`config.mk`:
```
export PLATFORM = sky130hd
export DESIGN_NAME = tool_call_tag_splitter_flat
export DESIGN_NICKNAME = d
export VERILOG_FILES = /design/src/rtl/tcts_pkg.sv /design/src/rtl/tcts_if.sv /design/src/rtl/tcts_front.sv /design/src/rtl/tcts_queue.sv /design/src/rtl/tcts_back.sv /design/src/rtl/tool_call_tag_splitter.sv /design/src/flat_wrapper.sv
export SDC_FILE = /design/constraint.sdc
export NUM_CORES = 1
export LEC_CHECK = 0
export BUFFER_PORTS_ARGS = -buffer_cell sky130_fd_sc_hd__buf_2
export CAP_MARGIN = 15
export CORE_ASPECT_RATIO = 0.7
export CORE_MARGIN = 5
export CORE_UTILIZATION = 40
export CTS_CLUSTER_DIAMETER = 60
export DETAILED_ROUTE_END_ITERATION = 16
export PLACE_DENSITY_LB_ADDON = 0.05
export SYNTH_ARGS = -nofsm -noshare
export SYNTH_HDL_FRONTEND = slang
export SYNTH_HIERARCHICAL = 1
export SYNTH_SLANG_ARGS = --single-unit
```
`constraint.sdc`:
```
create_clock -name i_clk -period 10.53 [get_ports i_clk]
set_clock_uncertainty 0.2 [all_clocks]
set_input_delay 0 -clock i_clk [delete_from_list [all_inputs] [get_ports i_clk]]
set_output_delay 0 -clock i_clk [all_outputs]
set_load 0.005 [all_outputs]
```
`src/rtl/tcts_pkg.sv`:
```
package tcts_pkg;

    localparam logic [3:0] START_LEN = 4'd11;
    localparam logic [3:0] END_LEN   = 4'd12;
    localparam int unsigned QDEPTH   = 4;
    localparam int unsigned QPTR_W   = $clog2(QDEPTH);

    localparam logic [7:0] CH_LT = 8'h3c;
    localparam logic [7:0] CH_LF = 8'h0a;
    localparam logic [7:0] CH_CR = 8'h0d;

    localparam logic [7:0] START_TAG [0:10] = '{
        8'h3c, 8'h74, 8'h6f, 8'h6f, 8'h6c, 8'h5f, 8'h63, 8'h61, 8'h6c, 8'h6c, 8'h3e
    };
    localparam logic [7:0] END_TAG [0:11] = '{
        8'h3c, 8'h2f, 8'h74, 8'h6f, 8'h6f, 8'h6c, 8'h5f, 8'h63, 8'h61, 8'h6c, 8'h6c, 8'h3e
    };

    typedef enum logic [1:0] {
        KIND_CONTENT = 2'd0,
        KIND_BODY    = 2'd1,
        KIND_END     = 2'd2,
        KIND_ABORT   = 2'd3
    } t_kind;

    typedef enum logic [1:0] {
        TR_NONE  = 2'd0,
        TR_BYTE  = 2'd1,
        TR_END   = 2'd2,
        TR_ABORT = 2'd3
    } t_trail;

    // One job: a run of held tag characters, then an optional trailing result.
    typedef struct packed {
        logic        in_call;
        logic [3:0]  held;
        logic [15:0] num;
        t_trail      trail;
        logic [7:0]  tbyte;
    } t_job;

    function automatic logic [7:0] tag_char(input logic in_call, input logic [3:0] idx);
        logic [7:0] ch;
        ch = 8'h00;
        if (in_call) begin
            if (idx < END_LEN) begin
                ch = END_TAG[idx];
            end
        end else begin
            if (idx < START_LEN) begin
                ch = START_TAG[idx];
            end
        end
        return ch;
    endfunction

endpackage

```
`src/rtl/tcts_if.sv`:
```
interface tcts_in_if;
    logic       valid;
    logic       ready;
    logic       command;
    logic [7:0] in_byte;

    modport source (output valid, command, in_byte, input ready);
    modport sink (input valid, command, in_byte, output ready);
endinterface

interface tcts_out_if;
    logic        valid;
    logic        ready;
    logic [7:0]  out_byte;
    logic [1:0]  kind;
    logic [15:0] call_number;
    logic        last;

    modport source (output valid, out_byte, kind, call_number, last, input ready);
    modport sink (input valid, out_byte, kind, call_number, last, output ready);
endinterface

```
`src/rtl/tcts_front.sv`:
```
module tcts_front
    import tcts_pkg::*;
#(
    parameter int ID_BITS = 16
) (
    input  logic         i_clk,
    input  logic         i_rst_n,
    tcts_in_if.sink      i_in,
    input  logic         i_full,
    output logic         o_push,
    output t_job         o_job
);

    logic               r_inside;
    logic [3:0]         r_matched;
    logic               r_skip;
    logic [ID_BITS-1:0] r_cnt;

    logic               n_inside;
    logic [3:0]         n_matched;
    logic               n_skip;
    logic [ID_BITS-1:0] n_cnt;

    logic                w_acc;
    logic [7:0]          w_c;
    logic [7:0]          w_tch;
    logic [3:0]          w_len;
    logic [ID_BITS+15:0] w_ext;
    logic [15:0]         w_num;

    assign i_in.ready = !i_full;
    assign w_acc      = i_in.valid && !i_full;
    assign w_c        = i_in.in_byte;
    assign w_ext      = {16'd0, r_cnt};
    assign w_num      = w_ext[15:0];
    assign w_tch      = tag_char(r_inside, r_matched);
    assign w_len      = r_inside ? END_LEN : START_LEN;

    always_comb begin
        n_inside    = r_inside;
        n_matched   = r_matched;
        n_skip      = r_skip;
        n_cnt       = r_cnt;
        o_push      = 1'b0;
        o_job.in_call = r_inside;
        o_job.held  = 4'd0;
        o_job.num   = w_num;
        o_job.trail = TR_NONE;
        o_job.tbyte = w_c;
        if (w_acc) begin
            if (i_in.command) begin
                o_job.held  = r_matched;
                o_job.trail = r_inside ? TR_ABORT : TR_NONE;
                o_push      = (r_matched != 4'd0) || r_inside;
                n_inside    = 1'b0;
                n_matched   = 4'd0;
                n_skip      = 1'b0;
            end else if (r_skip && (w_c == CH_LF || w_c == CH_CR)) begin
                n_skip = 1'b1;
            end else begin
                n_skip = 1'b0;
                if (w_c == w_tch) begin
                    if (r_matched + 4'd1 == w_len) begin
                        n_matched = 4'd0;
                        n_skip    = 1'b1;
                        if (r_inside) begin
                            o_job.trail = TR_END;
                            o_push      = 1'b1;
                            n_cnt       = r_cnt + {{(ID_BITS-1){1'b0}}, 1'b1};
                            n_inside    = 1'b0;
                        end else begin
                            n_inside = 1'b1;
                        end
                    end else begin
                        n_matched = r_matched + 4'd1;
                    end
                end else begin
                    o_job.held = r_matched;
                    if (w_c == CH_LT) begin
                        n_matched = 4'd1;
                        o_push    = (r_matched != 4'd0);
                    end else begin
                        n_matched   = 4'd0;
                        o_job.trail = TR_BYTE;
                        o_push      = 1'b1;
                    end
                end
            end
        end
    end

    always_ff @(posedge i_clk) begin
        if (!i_rst_n) begin
            r_inside  <= 1'b0;
            r_matched <= 4'd0;
            r_skip    <= 1'b0;
            r_cnt     <= '0;
        end else begin
            r_inside  <= n_inside;
            r_matched <= n_matched;
            r_skip    <= n_skip;
            r_cnt     <= n_cnt;
        end
    end

    // The held prefix is always shorter than the tag being matched.
    a_matched_short: assert property (@(posedge i_clk) disable iff (!i_rst_n)
        r_matched < w_len)
        else $error("held tag prefix reached the full tag length");

    // Newline skipping only starts right after a completed tag.
    a_skip_empty: assert property (@(posedge i_clk) disable iff (!i_rst_n)
        r_skip |-> (r_matched == 4'd0))
        else $error("newline skip active while tag characters are held");

endmodule

```
`src/rtl/tcts_queue.sv`:
```
module tcts_queue
    import tcts_pkg::*;
(
    input  logic i_clk,
    input  logic i_rst_n,
    input  logic i_push,
    input  t_job i_job,
    input  logic i_pop,
    output t_job o_head,
    output logic o_full,
    output logic o_empty
);

    t_job              r_mem [QDEPTH];
    logic [QPTR_W-1:0] r_wr;
    logic [QPTR_W-1:0] r_rd;
    logic [QPTR_W:0]   r_count;

    assign o_head  = r_mem[r_rd];
    assign o_full  = (r_count == (QPTR_W+1)'(QDEPTH));
    assign o_empty = (r_count == '0);

    always_ff @(posedge i_clk) begin
        if (i_push) begin
            r_mem[r_wr] <= i_job;
        end
    end

    always_ff @(posedge i_clk) begin
        if (!i_rst_n) begin
            r_wr    <= '0;
            r_rd    <= '0;
            r_count <= '0;
        end else begin
            if (i_push) begin
                r_wr <= r_wr + 1'b1;
            end
            if (i_pop) begin
                r_rd <= r_rd + 1'b1;
            end
            case ({i_push, i_pop})
                2'b10:   r_count <= r_count + 1'b1;
                2'b01:   r_count <= r_count - 1'b1;
                default: r_count <= r_count;
            endcase
        end
    end

    a_no_overrun: assert property (@(posedge i_clk) disable iff (!i_rst_n)
        (i_push && o_full) |-> i_pop)
        else $error("job queue written while full");

endmodule

```
`src/rtl/tcts_back.sv`:
```
module tcts_back
    import tcts_pkg::*;
(
    input  logic        i_clk,
    input  logic        i_rst_n,
    input  t_job        i_head,
    input  logic        i_empty,
    output logic        o_pop,
    tcts_out_if.source  o_out
);

    logic        r_ov;
    logic [7:0]  r_byte;
    t_kind       r_kind;
    logic [15:0] r_num;
    logic        r_last;
    logic [3:0]  r_idx;

    logic        w_adv;
    logic        w_take;
    logic [3:0]  w_total;
    logic        w_is_last;
    logic [7:0]  w_byte;
    t_kind       w_kind;
    logic [15:0] w_num;

    assign w_adv     = !r_ov || o_out.ready;
    assign w_take    = w_adv && !i_empty;
    assign w_total   = i_head.held + {3'd0, (i_head.trail != TR_NONE)};
    assign w_is_last = (r_idx + 4'd1 == w_total);
    assign o_pop     = w_take && w_is_last;

    always_comb begin
        w_byte = 8'h00;
        w_kind = i_head.in_call ? KIND_BODY : KIND_CONTENT;
        w_num  = i_head.in_call ? i_head.num : 16'd0;
        if (r_idx < i_head.held) begin
            w_byte = tag_char(i_head.in_call, r_idx);
        end else begin
            case (i_head.trail)
                TR_BYTE: begin
                    w_byte = i_head.tbyte;
                end
                TR_END: begin
                    w_kind = KIND_END;
                    w_num  = i_head.num;
                end
                TR_ABORT: begin
                    w_kind = KIND_ABORT;
                    w_num  = i_head.num;
                end
                default: begin
                    w_byte = 8'h00;
                end
            endcase
        end
    end

    always_ff @(posedge i_clk) begin
        if (w_take) begin
            r_byte <= w_byte;
            r_kind <= w_kind;
            r_num  <= w_num;
            r_last <= w_is_last;
        end
    end

    always_ff @(posedge i_clk) begin
        if (!i_rst_n) begin
            r_ov  <= 1'b0;
            r_idx <= 4'd0;
        end else begin
            if (w_adv) begin
                r_ov <= !i_empty;
            end
            if (w_take) begin
                r_idx <= w_is_last ? 4'd0 : r_idx + 4'd1;
            end
        end
    end

    assign o_out.valid       = r_ov;
    assign o_out.out_byte    = r_byte;
    assign o_out.kind        = r_kind;
    assign o_out.call_number = r_num;
    assign o_out.last        = r_last;

    // The word index never runs past the end of the job at the queue head.
    a_idx_in_job: assert property (@(posedge i_clk) disable iff (!i_rst_n)
        !i_empty |-> (r_idx < w_total))
        else $error("result index ran past the job length");

endmodule

```
`src/rtl/tool_call_tag_splitter.sv`:
```
// Splits a text byte stream around the start and end tags of a tool call. Each input word is a
// data byte or a flush, and the block accepts one input word per clock cycle. Tag bytes and
// line breaks right after a tag are stripped, and every other byte comes out as one result
// word tagged as content or call body; a closed call gives a call-end word and a flush inside
// an open call gives an abort word. The front end classifies each byte and writes at most one
// job into a four-entry queue; the back end expands each job into results at one word per
// cycle while the output is ready, through a registered output. A byte that breaks a partly
// matched tag releases the held tag characters, so one input word may cause up to 12 results;
// input stalls only on a full job queue. The last result of every input word carries last set.
module tool_call_tag_splitter
    import tcts_pkg::*;
#(
    parameter int ID_BITS = 16
) (
    input  logic        i_clk,
    input  logic        i_rst_n,
    tcts_in_if.sink     i_in,
    tcts_out_if.source  o_out
);

    logic w_push;
    logic w_pop;
    logic w_full;
    logic w_empty;
    t_job w_job;
    t_job w_head;

    tcts_front #(
        .ID_BITS (ID_BITS)
    ) u_front (
        .i_clk   (i_clk),
        .i_rst_n (i_rst_n),
        .i_in    (i_in),
        .i_full  (w_full),
        .o_push  (w_push),
        .o_job   (w_job)
    );

    tcts_queue u_queue (
        .i_clk   (i_clk),
        .i_rst_n (i_rst_n),
        .i_push  (w_push),
        .i_job   (w_job),
        .i_pop   (w_pop),
        .o_head  (w_head),
        .o_full  (w_full),
        .o_empty (w_empty)
    );

    tcts_back u_back (
        .i_clk   (i_clk),
        .i_rst_n (i_rst_n),
        .i_head  (w_head),
        .i_empty (w_empty),
        .o_pop   (w_pop),
        .o_out   (o_out)
    );

endmodule
```
`src/flat_wrapper.sv`:
```
// flat-port wrapper written by rule: the top's interface ports become plain ports
module tool_call_tag_splitter_flat import tcts_pkg::*;
#(
    parameter int ID_BITS = 16
)
  (i_clk, i_rst_n, i_in_valid, i_in_command, i_in_in_byte, i_in_ready, o_out_valid, o_out_out_byte, o_out_kind, o_out_call_number, o_out_last, o_out_ready);
  tcts_in_if i_in_i ();
  tcts_out_if o_out_i ();
  input  logic i_clk;
  input  logic i_rst_n;
  input wire logic [$bits(i_in_i.valid)-1:0] i_in_valid;
  input wire logic [$bits(i_in_i.command)-1:0] i_in_command;
  input wire logic [$bits(i_in_i.in_byte)-1:0] i_in_in_byte;
  output wire logic [$bits(i_in_i.ready)-1:0] i_in_ready;
  output wire logic [$bits(o_out_i.valid)-1:0] o_out_valid;
  output wire logic [$bits(o_out_i.out_byte)-1:0] o_out_out_byte;
  output wire logic [$bits(o_out_i.kind)-1:0] o_out_kind;
  output wire logic [$bits(o_out_i.call_number)-1:0] o_out_call_number;
  output wire logic [$bits(o_out_i.last)-1:0] o_out_last;
  input wire logic [$bits(o_out_i.ready)-1:0] o_out_ready;
  assign i_in_i.valid = i_in_valid;
  assign i_in_i.command = i_in_command;
  assign i_in_i.in_byte = i_in_in_byte;
  assign i_in_ready = i_in_i.ready;
  assign o_out_valid = o_out_i.valid;
  assign o_out_out_byte = o_out_i.out_byte;
  assign o_out_kind = o_out_i.kind;
  assign o_out_call_number = o_out_i.call_number;
  assign o_out_last = o_out_i.last;
  assign o_out_i.ready = o_out_ready;
  tool_call_tag_splitter #(.ID_BITS(ID_BITS)) u_core (.i_clk(i_clk), .i_rst_n(i_rst_n), .i_in(i_in_i), .o_out(o_out_i));
endmodule
```
Word-level counts from Yosys, hierarchy flattened --
Memories as Yosys holds them, arrays and structs flattened. A register that Yosys moved wholly into a read port is not among the register bits. Index checks and enable logic that the tools add are counted.
Word-level totals: register bits after elaboration 61, RAM bits 124, bits in read-only memories 512, output and inout port bits 29, word-level logic and storage cells 132, memories 5
Memory list:
- (name not given) | words 16, bits a word 8, read ports 1, clocked after Yosys merged registers in 0, write ports 0, line tcts_pkg.sv:51 | ch = START_TAG[idx];
- (name not given) | words 16, bits a word 8, read ports 1, clocked after Yosys merged registers in 0, write ports 0, line tcts_pkg.sv:47 | ch = END_TAG[idx];
- (name not given) | words 16, bits a word 8, read ports 1, clocked after Yosys merged registers in 0, write ports 0, line tcts_pkg.sv:51
- (name not given) | words 16, bits a word 8, read ports 1, clocked after Yosys merged registers in 0, write ports 0, line tcts_pkg.sv:47
- u_core.u_queue.r_mem | words 4, bits a word 31, read ports 1, clocked after Yosys merged registers in 1, write ports 1, line tcts_queue.sv:14 | t_job r_mem [QDEPTH];
Cells by class: add/sub/neg operators 8, $lt $le $gt $ge 7, eq/ne operators 13, muxes and demuxes 62, bitwise logic cells 4, reductions and logical operators 20
Operator list (number):
- $mux 8 | 16
- $mux 16 | 3
- $mux 4 | 9
- $mux 1 | 21
- $mux 2 | 10
- $add 16x1->16 const B | 1
- $eq 8x4->1 const B | 2
- $lt 4x4->1 const B | 4
- $ge 5x5->1 const B | 2
- $not 4->5 | 2
- $add 4x1->4 const B | 2
- $eq 4x4->1 | 2
- $eq 8x6->1 const B | 1
- $eq 8x8->1 | 1
- $reduce_bool 2->1 | 4
- $eq 2x2->1 const B | 3
- $pmux 3 s2 | 1
- $reduce_and 6->1 | 1
- $add 2x1->2 const B | 2
- $add 4x1->4 | 1
- $eq 2x1->1 const B | 2
- $logic_and 1x1->1 | 4
- $lt 4x4->1 | 1
- $pmux 2 s2 | 1
- 13 further kinds | 18

Logic depth before layout (Yosys ltp) --
Gate-level depths: netlist of the first run.
depth in word-level cells 13, depth in mapped cells 18

By module --
Netlist of the first run, hierarchy kept.
Modules (own cells, without submodules):
- tcts_queue | times used 1, cells an instance 207, area each 4924.7 um^2, seq. area each 3903.7 um^2
- tcts_front | times used 1, cells an instance 266, area each 2158.3 um^2, seq. area each 440.4 um^2
- tcts_back | times used 1, cells an instance 159, area each 1794.2 um^2, seq. area each 910.9 um^2

Least setup slack after synthesis of the first run --
Ideal clock, no wire load.
path kind register to register, start point register u_core.u_front.r_matched[1], end point memory u_core/u_queue/r_mem[0][0] in the netlist's numbering (enable), library setup time 391 ps, arrival time 3566 ps, data required time 9939 ps, setup slack 6374 ps, stages on the path, launching flop included 13, path buffers 2, clock period less this slack 4156 ps, cells stage by stage dfxtp_1 -> buf_2 -> inv_1 -> ha_1 -> mux2i_1 -> or2_1 -> a311o_1 -> o211ai_1 -> nand4b_4 -> buf_4 -> nor2_1 -> a211oi_1 -> and2_1
Between the ends: word-level cells in the longest chain between the ends 13
Ends and longest elaborated chain:
- start: declaration | line tcts_front.sv:15 | logic [3:0] r_matched;
- start signal: assignment | line tcts_front.sv:100 | r_matched <= n_matched;
- $not 4->5 (not written as such) | line tcts_pkg.sv:47, tcts_pkg.sv:51
- $mem_v2 16x8 (on tied branches)
- $mux 8 (on tied branches) (2 in a row) | line tcts_pkg.sv:51, tcts_pkg.sv:47
- $mux 8 (on tied branches) | line tcts_pkg.sv:50, tcts_pkg.sv:46
- $mux 8 | line tcts_pkg.sv:45 | if (in_call) begin
- $eq 8x8->1 | line tcts_front.sv:62 | if (w_c == w_tch) begin
- $mux 1 | line tcts_front.sv:62
- $mux 1 | line tcts_front.sv:58 | end else if (r_skip && (w_c == CH_LF || w_c == CH_CR)) begin
- $mux 1 (*) | line tcts_front.sv:51 | if (i_in.command) begin
- $mux 1 (*) | line tcts_front.sv:50 | if (w_acc) begin
- net u_core.w_push | line tool_call_tag_splitter.sv:21 | logic w_push;
- $mux 1 (*) | line tcts_queue.sv:24 | if (i_push) begin
- $mux 1 (not written as such) (*) | line tcts_queue.sv:25 | r_mem[r_wr] <= i_job;
- end: declaration | line tcts_queue.sv:14
Mark *: on every way through the listed nets, which the timed path passes. The rest lies on a longest branch. The select of a mux whose other input is x is not followed.

Worst setup path in the final report of the first run --
start point register u_core.u_front.r_matched[1], end point register u_core.u_queue.r_count[2]
Between the ends: word-level cells in the longest chain between the ends 13
Ends and longest elaborated chain:
- $not 4->5 (not written as such) | line tcts_pkg.sv:47, tcts_pkg.sv:51
- $mem_v2 16x8 (on tied branches)
- $mux 8 (on tied branches) (2 in a row) | line tcts_pkg.sv:51, tcts_pkg.sv:47
- $mux 8 (on tied branches) | line tcts_pkg.sv:50, tcts_pkg.sv:46
- $mux 8 | line tcts_pkg.sv:45
- $eq 8x8->1 | line tcts_front.sv:62
- $mux 1 | line tcts_front.sv:62
- $mux 1 | line tcts_front.sv:58
- $mux 1 (*) | line tcts_front.sv:51
- $mux 1 (*) | line tcts_front.sv:50
- net u_core.w_push | line tool_call_tag_splitter.sv:21
- $eq 2x1->1 / $eq 2x2->1 (equally long branches) | line tcts_queue.sv:41 | case ({i_push, i_pop})
- $pmux 3 s2 / $reduce_bool 2->1 (equally long branches)
- end signal: assignment | line tcts_queue.sv:42 | 2'b10: r_count <= r_count + 1'b1;
- end signal: assignment | line tcts_queue.sv:43 | 2'b01: r_count <= r_count - 1'b1;
- end signal: assignment | line tcts_queue.sv:44 | default: r_count <= r_count;
- end: declaration | line tcts_queue.sv:17 | logic [QPTR_W:0] r_count;
Marked as above. A chain may end at the register's enable or synchronous reset.

==> results of run 1 <==
## metal layers
metal / wire [µm] / vias up
li1: - / 2487
met4: 159 / 0
met1: 9870 / 2648
met2: 8340 / 104
met5: 0 / -
met3: 925 / 13
## path summary, 6_finish.rpt
check	to	cells after the start
worst max-delay path	u_core/u_queue/r_count[2]	15
worst min-delay path	u_core/u_queue/r_mem[3][6]	2
worst max register to register	u_core/u_queue/r_count[2]	15
worst min register to register	u_core/u_queue/r_count[2]	2
## cells by family after synthesis
kind of cell,count (synthesis),share of synthesized area [%]
adder cells (fa/ha/maj),28,4.03
multiplexers,52,10.4
XOR/XNOR,18,2.02
buffers and inverters,62,3.88
AND/OR/NAND/NOR,189,12.6
flip-flops,187,59.2
AO/OA/AOI/OAI,96,7.88
## state kept, by name, summed over array words and instances, names as in the netlist, named ones only
name / cells
u_core/u_queue/r_mem: 124
u_core/u_back/o_out.out_byte: 8
u_core/u_back/o_out.last: 1
u_core/u_back/o_out.call_number: 16
u_core/u_front/r_skip: 1
u_core/u_front/r_inside: 1
u_core/u_queue/r_rd: 2
u_core/u_queue/r_count: 3
u_core/u_queue/r_wr: 2
u_core/u_back/o_out.kind: 2
u_core/u_front/r_matched: 4
u_core/u_front/r_cnt: 16
u_core/u_back/r_idx: 4
u_core/u_back/o_out.valid: 1
## cell usage after synthesis (4+ instances only)
| library cell | instances |
|---|---|
| nor3_1 | 9 |
| buf_6 | 7 |
| ha_1 | 27 |
| nor4_2 | 4 |
| buf_4 | 12 |
| inv_1 | 21 |
| a211oi_1 | 9 |
| clkbuf_1 | 10 |
| or3_1 | 5 |
| o21ai_0 | 12 |
| and3_1 | 6 |
| edfxtp_1 | 151 |
| and3b_1 | 5 |
| nor2b_1 | 26 |
| mux2i_1 | 18 |
| nor2_1 | 18 |
| o22ai_1 | 4 |
| dfxtp_1 | 36 |
| xor2_1 | 5 |
| a21oi_1 | 22 |
| nor4_1 | 4 |
| nor3b_1 | 6 |
| o41ai_1 | 4 |
| nand2_1 | 41 |
| nand2b_1 | 15 |
| and2_1 | 14 |
| nand3_1 | 11 |
| xnor2_1 | 11 |
| nand4_1 | 7 |
| mux4_2 | 31 |
| buf_2 | 11 |
## cell usage in the layout, fill, tap and decap left out, types with 5 or more instances in the layout
cell           Yosys  final
nor2b_1           26     25
inv_1             21     21
dlygate4sd3_1      0     14
and3b_1            5      5
nand4_1            7      7
mux2i_1           18     18
nand2b_1          15     15
and3_1             6      6
and2_1            14     14
dfxtp_1           36     35
nand2_1           41     41
edfxtp_1         151    151
ha_1              27     27
nor2_1            18     18
a211oi_1           9      9
nor3_1             9      9
mux4_2            31     31
clkbuf_16          0     17
buf_2             11     41
or3_1              5      5
buf_4             12      6
xor2_1             5      5
o21ai_0           12     12
nand3_1           11     11
nor3b_1            6      6
a21oi_1           22     22
xnor2_1           11     11
inv_8              0      6
## where the power goes
| part | internal [mW] | switching [mW] |
|---|---|---|
| clock | 0.346 | 0.318 |
| sequential | 0.826 | 0.0105 |
| combinational | 0.0540 | 0.0731 |
| total | 1.23 | 0.402 |
## final cells by class
cell class | instances | area (µm²) | area share [%]
Antenna cell | 2 | 5.00 | 0.0501
Timing Repair Buffer | 61 | 390 | 3.91
Multi-Input combinational cell | 383 | 3290 | 32.9
Sequential cell | 187 | 5260 | 52.6
Clock buffer | 17 | 425 | 4.26
Inverter | 22 | 82.6 | 0.826
Tap cell | 282 | 353 | 3.53
Clock inverter | 15 | 194 | 1.94
## stage by stage
stage	cells	hold slack, ns	total power, mW
after floorplan	632	-0.0783	0.936
after global placement	921	0.0846	0.978
after detailed placement	921	0.0902	0.980
after CTS	967	0.168	1.65
after global routing	967	0.223	1.69
final	969	0.191	1.63
## critical path, stage by stage, from the launching register on
cell and delay (ns):
dfxtp_1 0.63, ha_1 0.39, nor2_1 0.14, mux4_2 0.55
xnor2_1 0.18, a211oi_2 0.24, nand4b_4 0.32, nor2_1 0.37
a211oi_1 0.26, inv_1 0.16, ha_1 0.20, inv_1 0.06
fa_1 0.37, xor2_1 0.15, or3_1 0.30, a21boi_0 0.16
==> flow_summary.yaml, run 1 <==
global_routing:
  grt_use_met2_pct: 23.5
  met3_usage_pct: 3.46
  antenna_found_initial: 1
  grt_max_degree: 39
  grt_pass1_vias: 5254
  grt_usage_pct: 15.8
  grt.busiest_layer: "met1"
  grt-ovfl-total: 0
  gr-usage-met1_pct: 23.9
  grt_pass1_wl_um: 30700
cells_and_area:
  fin_util_pct: 46.0
  drive_gt1_share_pct: 19.4
  area_growth_pct: 12.6
  finish.instance_area_um2: 9990
  fill_cells: 1954
  layout.nets: 713
logic_synthesis:
  async_flop_share_pct: 0
  ys_seq_area_share_pct: 59.2
  synth-edff-count: 151
  syn_nets: 673
  synth_top_area_share_pct: 51.1
  synth.distinct_cells: 75
  syn_inst: 632
  synth_flop_cell: "edfxtp_1"
  synth_area_per_cell_um2: 14.0
  synth_area_um2: 8880
  synth_top_area_cell: "edfxtp_1"
  yosys_warnings: 6
  synthTopCellsByArea: "edfxtp_1 (51%), dfxtp_1 (8.1%), mux4_2 (7.9%), ha_1 (3.8%), mux2i_1 (2.0%)"
  synth_seq_cells: 187
floorplanning:
  start_util_pct: 40.8
  ioPinCount: 42
  row_count: 45
  die_area_um2: 25300
  die_w_um: 188
  core_area_um2: 21700
  die_h_um: 135
timing:
  fmax_mhz: 210
  min_period_over_period_pct: 45.2
  worstMarginPinSlew_ns: 1.00
  timing.final.ws_setup_ns: 5.77
  finalSetupViolations: 0
  tns_ns: 0
  grt_setup_unrepaired: "false"
  slew_headroom_pct: 33.2
  hold_viol_final: 0
  drv_slew: 0
  period_minus_slack_ns: 4.76
critical_path:
  worstPathArrival_ns: 4.92
  reg2reg_slack_ns: 5.77
  crit_fanout: 18
  worst-setup-path-type: "register to register"
  rr_startpoint: "u_core/u_front/r_matched[1]"
  required_ns: 10.69
  crit_start: "u_core/u_front/r_matched[1]"
  crit_path_start_kind: "register"
  end_kind: "register"
clocking:
  cts_resized: 0
  clk-insertion-delay-late_ns: 0.43
  clk_pin_slew_ns: 0.08
  cts_max_level: 4
  clockBufferDepth: 2
  cts_setup_buffers: 0
  cts_buffers: 17
  cts_tree: "yes"
  hold_buffers: 14
  cts_num_sinks: 187
  root_buffer: "clkbuf_16"
power_and_ir_drop:
  p_leak_nw: 3.36
  ir_drop_uv: 105
  p_per_area_nw_per_um2: 163
place:
  gp_congestion: 0.855
  hpwl_um: 12600
  port_buffers: 41
  place_area_um2: 9230
  dp_slack_ns: 5.77
drt:
  ant_nets: 0
  drtIter0Drc: 409
  drt_pass1_iterations: 4
  finalWirelength_um: 19300
  vias_per_cell: 5.42
  drcViolationCount: 0
  routedWlPerCell_um: 19.9
  dr_total_vias: 5252
hold_path:
  hold_class: "input pin to register"
  hp-start: "i_in_in_byte[6]"
flow_run:
  maxCapViolCount: 0
outcome:
  status: "finished clean"
Power figures use the tool's default switching activity.
==> run 2: changes to the inputs <==
==> constraint.sdc (replaced) <==
create_clock -name i_clk -period 4.6 [get_ports i_clk]
set_clock_uncertainty 0.2 [all_clocks]
set_input_delay 0 -clock i_clk [delete_from_list [all_inputs] [get_ports i_clk]]
set_output_delay 0 -clock i_clk [all_outputs]
set_load 0.005 [all_outputs]
==> run 2 against run 1 <==
- clock power up 130%
- worst hold slack better by 0.033 ns
- sequential power up 130%
- critical path type unchanged
==> flow_summary.yaml, run 2 (synthesized netlist as in run 1, its figures left out) <==
outcome:
  status: "finished clean"
global_routing:
  grt_max_degree: 39
  grt_pass1_vias: 5171
  grt_pass1_wl_um: 30600
  grt-ovfl-total: 0
  grt_usage_pct: 15.8
  antenna_found_initial: 0
timing:
  period_minus_slack_ns: 4.09
  finalSetupViolations: 0
  min_period_over_period_pct: 88.8
  drv_slew: 0
  fmax_mhz: 245
  grt_setup_unrepaired: "false"
  tns_ns: 0
  worstMarginPinSlew_ns: 0.848
  slew_headroom_pct: 43.4
  hold_viol_final: 0
  holdWs_ns: 0.224
power_and_ir_drop:
  p_per_area_nw_per_um2: 371
  ir_drop_uv: 249
  p_leak_nw: 3.42
drt:
  ant_nets: 0
  drtIter0Drc: 451
  drt_pass1_iterations: 5
  finalWirelength_um: 19500
  vias_per_cell: 5.47
  drcViolationCount: 0
  routedWlPerCell_um: 20.0
  dr_total_vias: 5353
cells_and_area:
  final_common_cell: "edfxtp_1"
  regArea_um2: 5260
  diodes: 0
  stdcell_count: 978
  area_growth_pct: 13.6
  largest_reg_flops: 124
  fill_cells: 1880
  finish.instance_area_um2: 10100
  drive_gt1_share_pct: 20.7
  layout_common_cells: "edfxtp_1 (151), buf_2 (41), nand2_1 (41), dfxtp_1 (35), mux4_2 (31)"
  multi_input_area_um2: 3290
  layout.nets: 724
  regMostFlops: "u_core/u_queue/r_mem"
floorplanning:
  row_count: 45
  die_w_um: 188
  ioPinCount: 42
  start_util_pct: 40.8
  die_h_um: 135
  core_area_um2: 21700
  die_area_um2: 25300
clocking:
  cts_num_sinks: 187
  cts_setup_buffers: 0
  clk-insertion-delay-late_ns: 0.43
  root_buffer: "clkbuf_16"
  clk_pin_slew_ns: 0.08
  cts_buffers: 17
  cts_max_level: 4
  clockBufferDepth: 2
  cts_tree: "yes"
hold_path:
  hold_depth: 2
  hold_path_end: "u_core/u_queue/r_mem[3][6]"
  hp-start: "i_in_in_byte[6]"
  hold_class: "input pin to register"
critical_path:
  cp_top_family: "adder cells"
  critical-path-max-stage-delay_ns: 0.62
  crit_path_start_kind: "register"
  reg2reg_slack_ns: 0.51
  timing.rr.end: "u_core/u_queue/r_count[2]"
  worst-setup-path-type: "register to register"
  worstPathArrival_ns: 4.25
  required_ns: 4.76
  crit_chain: "ha_1, nor2_1, mux4_2, xnor2_1, a211oi_2, nand4b_4, nor2_1, a211oi_1, inv_1, ha_1, inv_1, fa_1, xor2_1, or3_1, a21boi_0"
  worst-path-buf-inv: 2
  crit_path_top_delay_cell: "dfxtp_1"
  crit_fanout: 15
  crit_start: "u_core/u_front/r_matched[1]"
  end_kind: "register"
  rr_startpoint: "u_core/u_front/r_matched[1]"
  worstRegToRegCells: 15
place:
  hpwl_um: 12700
  place_area_um2: 9310
  dpl.cell_count: 932
  gp_congestion: 0.871
  port_buffers: 41
flow_run:
  maxCapViolCount: 0
## run 2: cell types whose count changed in the layout (fill, tap and decap cells not counted)
cell / delta
buf_4: +11
bufinv_16: -1
clkinv_2: -1
clkinv_4: -1
clkinv_8: +4
diode_2: -2
inv_12: +2
inv_6: +1
inv_8: -4
## run 2: how the worst max path moves through the flow
stage,endpoint,slack [ns],cells past startpoint
floorplan,u_core/u_queue/r_mem[0][0],0.44,12
global placement,u_core/u_queue/r_count[2],0.62,15
detailed placement,u_core/u_queue/r_count[2],0.52,15
CTS,u_core/u_queue/r_count[2],0.49,15
global route,u_core/u_queue/r_count[2],0.18,15
finish,u_core/u_queue/r_count[2],0.51,15
## run 2: layer usage
layer / vias up / global-route usage (%) / share of wire, %
li1: 2515 / - / -
met1: 2691 / 24.4 / 51
met2: 134 / 22.5 / 43
met3: 13 / 3.44 / 5.2
met4: 0 / 4.24 / 0.72
met5: - / 0 / 0
## run 2: worst reg2reg max path: stages (launching register included)
cell,delay [ns]
dfxtp_1,0.62
ha_1,0.39
nor2_1,0.14
mux4_2,0.55
xnor2_1,0.17
a211oi_2,0.24
nand4b_4,0.13
nor2_1,0.16
a211oi_1,0.11
inv_1,0.08
ha_1,0.18
inv_1,0.06
fa_1,0.37
xor2_1,0.16
or3_1,0.30
a21boi_0,0.15
## run 2: report_power, final
| part | leakage [nW] | total (mW) | internal [mW] | switching, mW |
|---|---|---|---|---|
| combinational | 1.39 | 0.304 | 0.129 | 0.175 |
| sequential | 1.73 | 1.91 | 1.89 | 0.0223 |
| clock | 0.305 | 1.52 | 0.758 | 0.763 |
## run 2: cell type report
type	instances	share of cell area (%)
Multi-Input combinational cell	383	32.6
Clock buffer	17	4.22
Timing Repair Buffer	72	4.69
Inverter	22	0.819
Sequential cell	187	52.1
Tap cell	282	3.50
Clock inverter	15	2.10
## run 2: timing repair
action	4_1_cts	5_1_grt
endpoints found under the hold margin	59	0
setup endpoints to repair	0	0
hold buffers	14	0
gates resized for setup	0	0
## run 2: metrics by stage
stage | util, % | power [mW] | setup WS [ns]
6_report | 46.4 | 3.74 | 0.513
5_1_grt | 46.4 | 3.89 | 0.184
3_5_place_dp | 42.8 | 2.25 | 0.520
4_1_cts | 46.4 | 3.80 | 0.485
3_3_place_gp | 42.8 | 2.25 | 0.625
2_1_floorplan | - | 2.14 | 0.444
